## src/swmd_pkg.sv

```systemverilog
// Shared constants and types for the stack with middle delete.
`timescale 1ns / 1ps
`default_nettype none
package swmd_pkg;

    localparam int unsigned DW        = 32;
    localparam int unsigned DEPTH_DEF = 64;

    localparam logic [1:0] FN_PUSH   = 2'd0;
    localparam logic [1:0] FN_POP    = 2'd1;
    localparam logic [1:0] FN_DELMID = 2'd2;
    localparam logic [1:0] FN_NONE   = 2'd3;

    localparam logic [1:0] ST_OK    = 2'd0;
    localparam logic [1:0] ST_EMPTY = 2'd1;
    localparam logic [1:0] ST_FULL  = 2'd2;

    // per-cell data move
    typedef enum logic [1:0] {
        DOP_HOLD = 2'd0,
        DOP_PUSH = 2'd1,
        DOP_POP  = 2'd2,
        DOP_DEL  = 2'd3
    } data_op_t;

    // middle thermometer move (bit set for cells at or below the middle)
    typedef enum logic [2:0] {
        TOP_HOLD = 3'd0,
        TOP_SET  = 3'd1,
        TOP_CLR  = 3'd2,
        TOP_INC  = 3'd3,
        TOP_DEC  = 3'd4
    } thermo_op_t;

    typedef struct packed {
        data_op_t   dop;
        thermo_op_t top;
    } swmd_ctrl_t;

endpackage
`default_nettype wire

```

## src/swmd_cell.sv

```systemverilog
// One stack cell: a data word and its middle-thermometer bit.
`timescale 1ns / 1ps
`default_nettype none
module swmd_cell
(
    input  wire logic                     clk,
    input  wire logic                     rst_n,
    input  wire swmd_pkg::swmd_ctrl_t     ctrl,
    input  wire logic [swmd_pkg::DW-1:0]  prev_data,
    input  wire logic [swmd_pkg::DW-1:0]  next_data,
    input  wire logic                     prev_b,
    input  wire logic                     next_b,
    output logic      [swmd_pkg::DW-1:0]  data,
    output logic                          b,
    output logic      [swmd_pkg::DW-1:0]  sel
);
    import swmd_pkg::*;

    logic [DW-1:0] data_reg;
    logic [DW-1:0] data_next;
    logic          b_reg;
    logic          b_next;

    always_comb
    begin
        case (ctrl.dop)
            DOP_HOLD: data_next = data_reg;
            DOP_PUSH: data_next = prev_data;
            DOP_POP:  data_next = next_data;
            DOP_DEL:  data_next = b_reg ? next_data : data_reg;
            default:  data_next = data_reg;
        endcase
    end

    always_comb
    begin
        case (ctrl.top)
            TOP_HOLD: b_next = b_reg;
            TOP_SET:  b_next = 1'b1;
            TOP_CLR:  b_next = 1'b0;
            TOP_INC:  b_next = prev_b;
            TOP_DEC:  b_next = next_b;
            default:  b_next = b_reg;
        endcase
    end

    always_ff @(posedge clk)
    begin
        data_reg <= data_next;
    end

    always_ff @(posedge clk or negedge rst_n)
    begin
        if (!rst_n)
        begin
            b_reg <= 1'b0;
        end
        else
        begin
            b_reg <= b_next;
        end
    end

    assign data = data_reg;
    assign b    = b_reg;
    // middle cell is the first one with the thermometer bit set
    assign sel  = data_reg & {DW{b_reg & ~prev_b}};

endmodule
`default_nettype wire

```

## config.mk

```make
export PLATFORM = sky130hd
export DESIGN_NAME = swmd_cell
export DESIGN_NICKNAME = d
export VERILOG_FILES = /design/src/swmd_pkg.sv /design/src/swmd_cell.sv
export SDC_FILE = /design/constraint.sdc
export NUM_CORES = 1
export LEC_CHECK = 0
export ABC_AREA = 1
export BUFFER_PORTS_ARGS = -buffer_cell sky130_fd_sc_hd__buf_2
export CAP_MARGIN = 40
export CORE_MARGIN = 2
export CORE_UTILIZATION = 43
export DETAILED_ROUTE_END_ITERATION = 16
export GPL_ROUTABILITY_DRIVEN = 0
export PLACE_DENSITY = 0.86
export SETUP_SLACK_MARGIN = 0.02
export SLEW_MARGIN = 20
export SYNTH_ARGS = -nofsm -noshare
export SYNTH_HDL_FRONTEND = slang
export SYNTH_SLANG_ARGS = --single-unit
```

## constraint.sdc

```tcl
create_clock -name clk -period 3.5 [get_ports clk]
set_input_delay 0 -clock clk [delete_from_list [all_inputs] [get_ports clk]]
set_output_delay 0 -clock clk [all_outputs]
set_load 0.1 [all_outputs]
```

==> results of run 1 <==
[tightest hold or removal path, cell delays in order]
cell     delay [ns]
buf_2          0.09
nand3_1        0.07
nand2_1        0.06
nor2_1         0.04
[cell families (layout without fill, tap and decap cells)]
logic type      after synthesis  after routing  synth area share, %
mux                          32             32                 20.2
buf+inv                      45            185                 12.8
simple gates                 45             45                 11.4
compound gates                1              1                0.421
flops                        33             33                 55.2
[worst min path at each step]
stage                  start                 end  slack (ns)  depth (start not counted)
6_report             ctrl[2]       b$_DFFE_PN0P_        0.02                          4
5_1_grt        prev_data[23]  data[23]$_DFFE_PP_        0.02                          2
4_1_cts              ctrl[2]       b$_DFFE_PN0P_        0.02                          4
3_5_place_dp           rst_n       b$_DFFE_PN0P_       -0.22                          1
3_3_place_gp           rst_n       b$_DFFE_PN0P_       -0.22                          1
2_1_floorplan          rst_n       b$_DFFE_PN0P_       -0.30                          0
[area by class of cell]
class,count,share of cell area (%)
flip-flops and latches,33,38.5
repair buffers,140,27.8
multi-input cells,78,22.3
inverters,37,5.43
clock buffers,8,3.52
well taps,50,2.44
[layer usage]
layer | part of all wire (%) | wire (um) | vias to the layer above | GRT usage, %
li1 | - | - | 771 | -
met1 | 36 | 1430 | 715 | 16.6
met2 | 54 | 2150 | 74 | 31.0
met3 | 8.5 | 336 | 4 | 4.77
met4 | 1.0 | 40 | 0 | 6.25
met5 | 0 | 0 | - | 0
[timing repair]
| action | 4_1_cts | 5_1_grt |
|---|---|---|
| hold buffers | 1 | 0 |
| endpoints found under the hold margin | 1 | 0 |
| setup buffers | 0 | 0 |
[metrics by stage]
stage	util (%)	cells	area (um^2)	power, uW
detailed placement	61.5	337	2460	1210
global placement	61.5	337	2460	1200
CTS	64.0	346	2560	1490
finish	64.0	346	2560	1480
floorplan	-	156	1790	1110
global route	64.0	346	2560	1540
[layout by cell type, fill, tap and decap left out]
cell             n
buf_2          137
buf_4            2
clkbuf_1         2
clkbuf_8         6
dfrtp_1          1
dlygate4sd3_1    1
edfxtp_1        32
inv_1           37
mux2_2          32
nand2_1          5
nand3_1          3
nor2_1          25
nor2_2          11
o21a_1           1
or2_1            1
[power by group]
group | leakage (uW) | internal, uW | switching, uW | total [uW]
clock | 0.0000455 | 160 | 121 | 282
sequential | 0.000333 | 484 | 19.4 | 504
combinational | 0.00101 | 115 | 578 | 693
total | 0.00139 | 760 | 719 | 1480
==> impl_metrics.yaml, run 1 <==
sta:
  whs_ns: 0.0226
  timing.final.crit_period_ns: 1.98
  fin_crit_sh_pct: 56.5
  setup_viol: 0
  worst_pin_slew_ns: 0.717
  fmax_ghz: 0.506
  timing.slew.headroom_pct: 52.2
  drv_slew: 0
  finClkSkew_ns: 0.00474
  hold_viol_final: 0
  fin_tns_setup_ns: 0
  worst_slack_ns: 1.52
  rsz0062_at_grt: "no"
floorplan:
  die_y_um: 68.4
  rows: 23
  fp.coreArea_um2: 4000
  die_area_um2: 4680
  io_pins: 138
  initial_core_util_pct: 44.6
  die_w_um: 68.4
place:
  post-place-ws_ns: 1.50
  port_buffers: 137
  hpwl_um: 3160
global_route:
  grt_pass1_wl_um: 5500
  grt_pass1_vias: 1356
  track_usage_pct: 16.4
  antenna_found_initial: 0
  grt_max_degree: 35
  grt.overflow.total: 0
cts:
  cts_tree: "done"
  htreeDepth: 2
  clock_sinks: 33
  cts_inserted_buffers: 5
  insertion_delay_ns: 0.27
  clock_path_buffers: 2
  clk_pin_slew_ns: 0.06
  ctsRootBufferMaster: "clkbuf_8"
  cts_resized: 0
yosys:
  ys_types: 11
  ys_seq_area_share_pct: 55.2
  ys_warn_count: 0
  synth-edff-count: 32
  avgSynthCellArea_um2: 11.4
  yosys_register_bits: 33
  synth_area_um2: 1790
  synth_top_flop_cell: "edfxtp_1"
  async_flop_share_pct: 3.03
  synth_commonest_cells: "37 x inv_1, 32 x edfxtp_1, 32 x mux2_2, 25 x nor2_1, 11 x nor2_2"
  synthCells: 156
  synth.net_count: 229
  synth_top_cell_area_share_pct: 53.8
  synth_area_leaders: "edfxtp_1 54%, mux2_2 20%, inv_1 7.8%, nor2_1 5.3%, buf_6 5.0%"
  synthMostInstantiatedCell: "inv_1"
  yosysTopAreaCell: "edfxtp_1"
pwr:
  ir_drop_mv: 0.271
  power_density_nw_per_um2: 578
  p_leak_uw: 0.00139
critical_path:
  critPathBufInv: 3
  worstPathMaxFanout: 18
  cp_slowest_cell: "or2_1"
  end_kind: "primary output"
  reg2reg_depth: 4
  startpoint_type: "flip-flop"
  crit_path_end: "sel[15]"
  crit_start: "b$_DFFE_PN0P_"
  cpPeakStageDelay_ns: 0.44
  cp_cell_sequence: "inv_1, or2_1, buf_4, nor2_1, buf_2"
  criticalPathCategory: "reg2out"
  cpLargestDelayFamily: "buffers and inverters"
  rr_endpoint: "data[10]$_DFFE_PP_"
  cp.arrival_ns: 1.98
  cp.depth: 5
  required_ns: 3.50
  rr_startpoint: "b$_DFFE_PN0P_"
  rrSetupSlack_ns: 1.76
cells_and_area:
  regArea_um2: 986
  multi_input_area_um2: 571
  syn_to_final_growth_pct: 43.3
  diodes: 0
  nets: 368
  drive_above_1_share_pct: 63.5
  fill_cells: 349
  largest_register_ffs: 32
status:
  status: "completed"
drt:
  drt_iter0_drc: 64
  wl_per_cell_um: 11.4
  routed-via-count: 1564
  drc: 0
  drtPass1Iterations: 4
  drt_wl_total_um: 3960
  ant_nets: 0
  via_per_inst: 4.52
worst_hold_path:
  holdCritPathClass: "in2reg"
run:
  maxCapViolations: 0
Power figures use the tool's default switching activity.
==> run 2, diff against run 1 <==
ABC_AREA = 0   (was 1)
CORE_UTILIZATION = 36   (was 43)
PLACE_DENSITY = 0.76   (was 0.86)
clock period = 1.8 ns   (was 3.5 ns; I/O delays follow)
==> impl_metrics.yaml, run 2 <==
cells_and_area:
  layout_common_cells: "105 x buf_2, 34 x buf_12, 32 x and2_2, 32 x edfxtp_1, 28 x mux2_4"
  syn_to_final_growth_pct: 72.9
  diodes: 0
  drive_above_1_share_pct: 82.0
  stdcell_count: 331
  multi_input_area_um2: 802
  largest_register_ffs: 32
  fill_cells: 386
  nets: 333
  layout_commonest_cell: "buf_2"
  regArea_um2: 987
global_route:
  antenna_found_initial: 0
  track_usage_pct: 15.8
  grt.overflow.total: 0
  grt_max_degree: 33
  grt_pass1_vias: 1404
  grt_pass1_wl_um: 6520
pwr:
  ir_drop_mv: 0.655
  power_density_nw_per_um2: 976
  p_leak_uw: 0.00149
critical_path:
  required_ns: 1.80
  criticalPathCategory: "reg2out"
  cp.arrival_ns: 1.47
  cpLargestDelayFamily: "simple AND/OR/NAND/NOR gates"
  cp_cell_sequence: "nor2b_4, and2_2, buf_12"
  end_kind: "primary output"
  worstPathMaxFanout: 16
  startpoint_type: "flip-flop"
  cp_slowest_cell: "dfrtp_2"
  cpPeakStageDelay_ns: 0.42
  critPathBufInv: 1
yosys:
  yosysTopAreaCell: "edfxtp_1"
  synth_area_leaders: "edfxtp_1 52%, mux2_4 23%, and2_2 13%, buf_6 4.3%, mux2_2 2.4%"
  ys_warn_count: 0
  avgSynthCellArea_um2: 15.6
  synth.net_count: 191
  async_flop_share_pct: 3.03
  synth-edff-count: 32
  ys_types: 14
  synthCells: 118
  ys_seq_area_share_pct: 53.4
  synth_commonest_cells: "32 x and2_2, 32 x edfxtp_1, 28 x mux2_4, 7 x buf_6, 5 x nor2_1"
  synth_area_um2: 1850
  synth_top_cell_area_share_pct: 52.1
  yosys_register_bits: 33
  synth_top_flop_cell: "edfxtp_1"
place:
  post-place-ws_ns: 0.419
  dp_cells: 321
  hpwl_um: 3670
  port_buffers: 137
sta:
  fmax_ghz: 0.683
  worst_slack_ns: 0.335
  setup_viol: 0
  timing.final.crit_period_ns: 1.47
  rsz0062_at_grt: "no"
  finClkSkew_ns: 0.0112
  fin_crit_sh_pct: 81.4
  hold_viol_final: 0
  drv_slew: 0
  timing.slew.headroom_pct: 67.1
  worst_pin_slew_ns: 0.497
  fin_tns_setup_ns: 0
  whs_ns: 0.0183
cts:
  clock_path_buffers: 2
  clock_sinks: 33
  htreeDepth: 2
  cts_tree: "done"
  clk_pin_slew_ns: 0.06
  ctsRootBufferMaster: "clkbuf_8"
  insertion_delay_ns: 0.28
  cts_inserted_buffers: 5
drt:
  drtPass1Iterations: 4
  via_per_inst: 4.43
  ant_nets: 0
  drt_wl_total_um: 4660
  drt_iter0_drc: 42
  drc: 0
  wl_per_cell_um: 14.1
  routed-via-count: 1465
floorplan:
  rows: 26
  die_y_um: 75.6
  initial_core_util_pct: 36.6
  die_w_um: 75.6
  die_area_um2: 5720
  io_pins: 138
  fp.coreArea_um2: 5040
run:
  maxCapViolations: 0
worst_hold_path:
  holdCritPathClass: "in2reg"
status:
  status: "completed"
## run 2: path summary, 6_finish.rpt
kind | start | end | slack, ns | cells after the start
worst min register to register | b$_DFFE_PN0P_ | b$_DFFE_PN0P_ | 0.78 | 3
min in group asynchronous | rst_n | b$_DFFE_PN0P_ | 0.05 | 2
max in group asynchronous | rst_n | b$_DFFE_PN0P_ | 1.65 | 2
worst max register to register | b$_DFFE_PN0P_ | data[22]$_DFFE_PP_ | 0.67 | 3
worst min-delay path | ctrl[0] | b$_DFFE_PN0P_ | 0.02 | 2
worst max-delay path | b$_DFFE_PN0P_ | sel[18] | 0.33 | 3
## run 2: layout make-up
cell class | count | area share, %
timing repair buffer | 141 | 38.4
sequential | 33 | 30.9
multi-input combinational | 79 | 25.1
clock buffer | 8 | 2.82
tap | 70 | 2.75
## run 2: timing repair
item	4_1_cts	5_1_grt
setup buffers	0	0
endpoints found under the hold margin	1	0
hold buffers	1	0
resized for setup	0	1
endpoints found under the setup margin	0	32
## run 2: layer usage
layer  GRT usage (%)  wire length [um]
met5               0                 0
met4            4.68                41
met3            4.23               245
met2            29.8              2610
met1            17.3              1760
## run 2: stage by stage
step                utilization [%]  power [uW]  area (um^2)
floorplan                         -        2140         1850
finish                         63.3        3110         3190
CTS                            63.0        3130         3180
global placement               61.0        2560         3080
global route                   63.3        3220         3190
detailed placement             61.0        2570         3080
## run 2: where the power goes
part           internal [uW]  switching [uW]
Sequential               939            37.4
Clock                    312             243
Combinational            450            1130
## run 2: logic make-up after synthesis
group | synth area share (%)
buf+inv | 4.27
mux | 25.2
compound gates | 1.08
flops | 53.4
simple gates | 16.0
## run 2: worst reg2reg max path: cells and delay by family, from the launching register on
kind	cells	cell delay, ns
buffers and inverters	1	0.21
DFF	1	0.42
and+or+nand+nor	2	0.19
==> run 3, diff against run 2 <==
ABC_AREA = 1   (was 0)
CORE_UTILIZATION = 40   (was 36)
PLACE_DENSITY = 0.81   (was 0.76)
clock period = 1.4 ns   (was 1.8 ns; I/O delays follow)
==> impl_metrics.yaml, run 3 (synthesis results as in run 1) <==
critical_path:
  cpPeakStageDelay_ns: 0.41
  end_kind: "primary output"
  required_ns: 1.40
  cp_cell_sequence: "inv_2, or2_4, clkbuf_16, nor2_4, buf_12"
  cp_slowest_cell: "dfrtp_4"
  criticalPathCategory: "reg2out"
  cp.arrival_ns: 1.51
  worstPathMaxFanout: 7
  rrSetupSlack_ns: 0.09
  startpoint_type: "flip-flop"
cells_and_area:
  fill_cells: 260
  stdcell_count: 356
  diodes: 0
  layout_commonest_cell: "buf_2"
  nets: 376
  syn_to_final_growth_pct: 89.6
  stdcell_area_um2: 3380
  largest_register_ffs: 32
  drive_above_1_share_pct: 72.7
  layout_common_cells: "105 x buf_2, 36 x inv_1, 34 x buf_12"
drt:
  ant_nets: 0
  drt_iter0_drc: 42
  drt_wl_total_um: 4970
  drc: 0
  routed-via-count: 1649
  via_per_inst: 4.63
  drtPass1Iterations: 4
  wl_per_cell_um: 14.0
sta:
  timing.final.crit_period_ns: 1.51
  timing.slew.headroom_pct: 67.1
  fmax_ghz: 0.661
  worst_pin_slew_ns: 0.498
  worst_slack_ns: -0.113
  rsz0062_at_grt: "yes"
  whs_ns: 0.0150
  drv_slew: 0
  finClkSkew_ns: 0.00292
  hold_viol_final: 0
  setup_viol: 32
  fin_crit_sh_pct: 108
cts:
  ctsRootBufferMaster: "clkbuf_8"
  clk_pin_slew_ns: 0.06
  clock_sinks: 33
  clock_path_buffers: 2
  cts_inserted_buffers: 5
  insertion_delay_ns: 0.28
  htreeDepth: 2
  cts_tree: "done"
global_route:
  track_usage_pct: 19.5
  grt_pass1_wl_um: 7530
  grt_max_degree: 33
  grt.overflow.total: 0
  grt_pass1_vias: 1747
  antenna_found_initial: 0
pwr:
  ir_drop_mv: 0.749
  p_total_uw: 4140
  p_leak_uw: 0.00157
  power_density_nw_per_um2: 1220
run:
  maxCapViolations: 0
floorplan:
  initial_core_util_pct: 41.3
  die_area_um2: 5010
  rows: 24
  fp.coreArea_um2: 4320
  io_pins: 138
  die_y_um: 70.8
  die_w_um: 70.8
place:
  dp_cells: 342
  port_buffers: 137
  hpwl_um: 3970
  place_area_um2: 3220
worst_hold_path:
  holdCritPathClass: "in2reg"
status:
  failed_checks: "setup timing"
  status: "complete, but fails checks"
run 3: cell types whose count changed in the layout (fill, tap and decap cells not counted), sizes merged, moves of 2 or more:
cell | previous run | this run
and2 | 32 | 0
inv | 0 | 37
nand2 | 3 | 5
clkinv | 0 | 3
o21a | 0 | 2
nor2 | 5 | 36
nor2b | 3 | 0
nand3 | 0 | 3
buf | 140 | 144
run 3: layout make-up:
| class | instances | area, um^2 | share of cell area [%] |
|---|---|---|---|
| multi-input combinational | 79 | 802 | 23.7 |
| timing repair buffer | 147 | 1310 | 38.6 |
| inverter | 37 | 139 | 4.10 |
| clock inverter | 3 | 12.5 | 0.370 |
| clock buffer | 5 | 68.8 | 2.03 |
| sequential | 33 | 990 | 29.2 |
| tap | 52 | 65.1 | 1.92 |
run 3: routing by layer:
layer / vias to the layer above / routed length, um / global-route usage, %
met2: 76 / 2980 / 38.5
li1: 790 / - / -
met1: 776 / 1470 / 18.0
met5: - / 0 / 0
met3: 7 / 424 / 6.13
met4: 0 / 89 / 8.39
run 3: path summary, 6_finish.rpt:
path | cells past startpoint | endpoint | from
worst max-delay path | 5 | sel[6] | b$_DFFE_PN0P_
worst min-delay path | 4 | b$_DFFE_PN0P_ | ctrl[2]
worst max register to register | 3 | data[31]$_DFFE_PP_ | b$_DFFE_PN0P_
worst min register to register | 4 | b$_DFFE_PN0P_ | b$_DFFE_PN0P_
max in group asynchronous | 2 | b$_DFFE_PN0P_ | rst_n
min in group asynchronous | 2 | b$_DFFE_PN0P_ | rst_n
run 3: where the power goes:
part	switching (uW)	internal (uW)
clock network	329	334
logic	1610	606
registers	46.5	1210
total	1990	2150
run 3: per-stage QoR:
step / setup slack, ns / TNS [ns] / utilization (%)
4_1_cts: -0.122 / -3.29 / 76.6
5_1_grt: -0.158 / -4.31 / 78.3
3_3_place_gp: 0.133 / 0 / 74.4
6_report: -0.113 / -2.84 / 78.3
3_5_place_dp: 0.0904 / 0 / 74.4
2_1_floorplan: -0.271 / -9.06 / -
run 3: critical path: cells and delay by family (launching register included):
kind	cells	cell delay [ns]
DFF	1	0.41
buffers and inverters	3	0.42
and+or+nand+nor	2	0.39
run 3: repair_timing:
| action | 4_1_cts | 5_1_grt |
|---|---|---|
| hold endpoints to repair | 1 | 0 |
| endpoints found under the setup margin | 27 | 39 |
| gates cloned | 0 | 3 |
| resized for setup | 0 | 1 |
| pin swaps | 1 | 2 |
| hold buffers | 1 | 0 |
| buffers inserted | 1 | 1 |
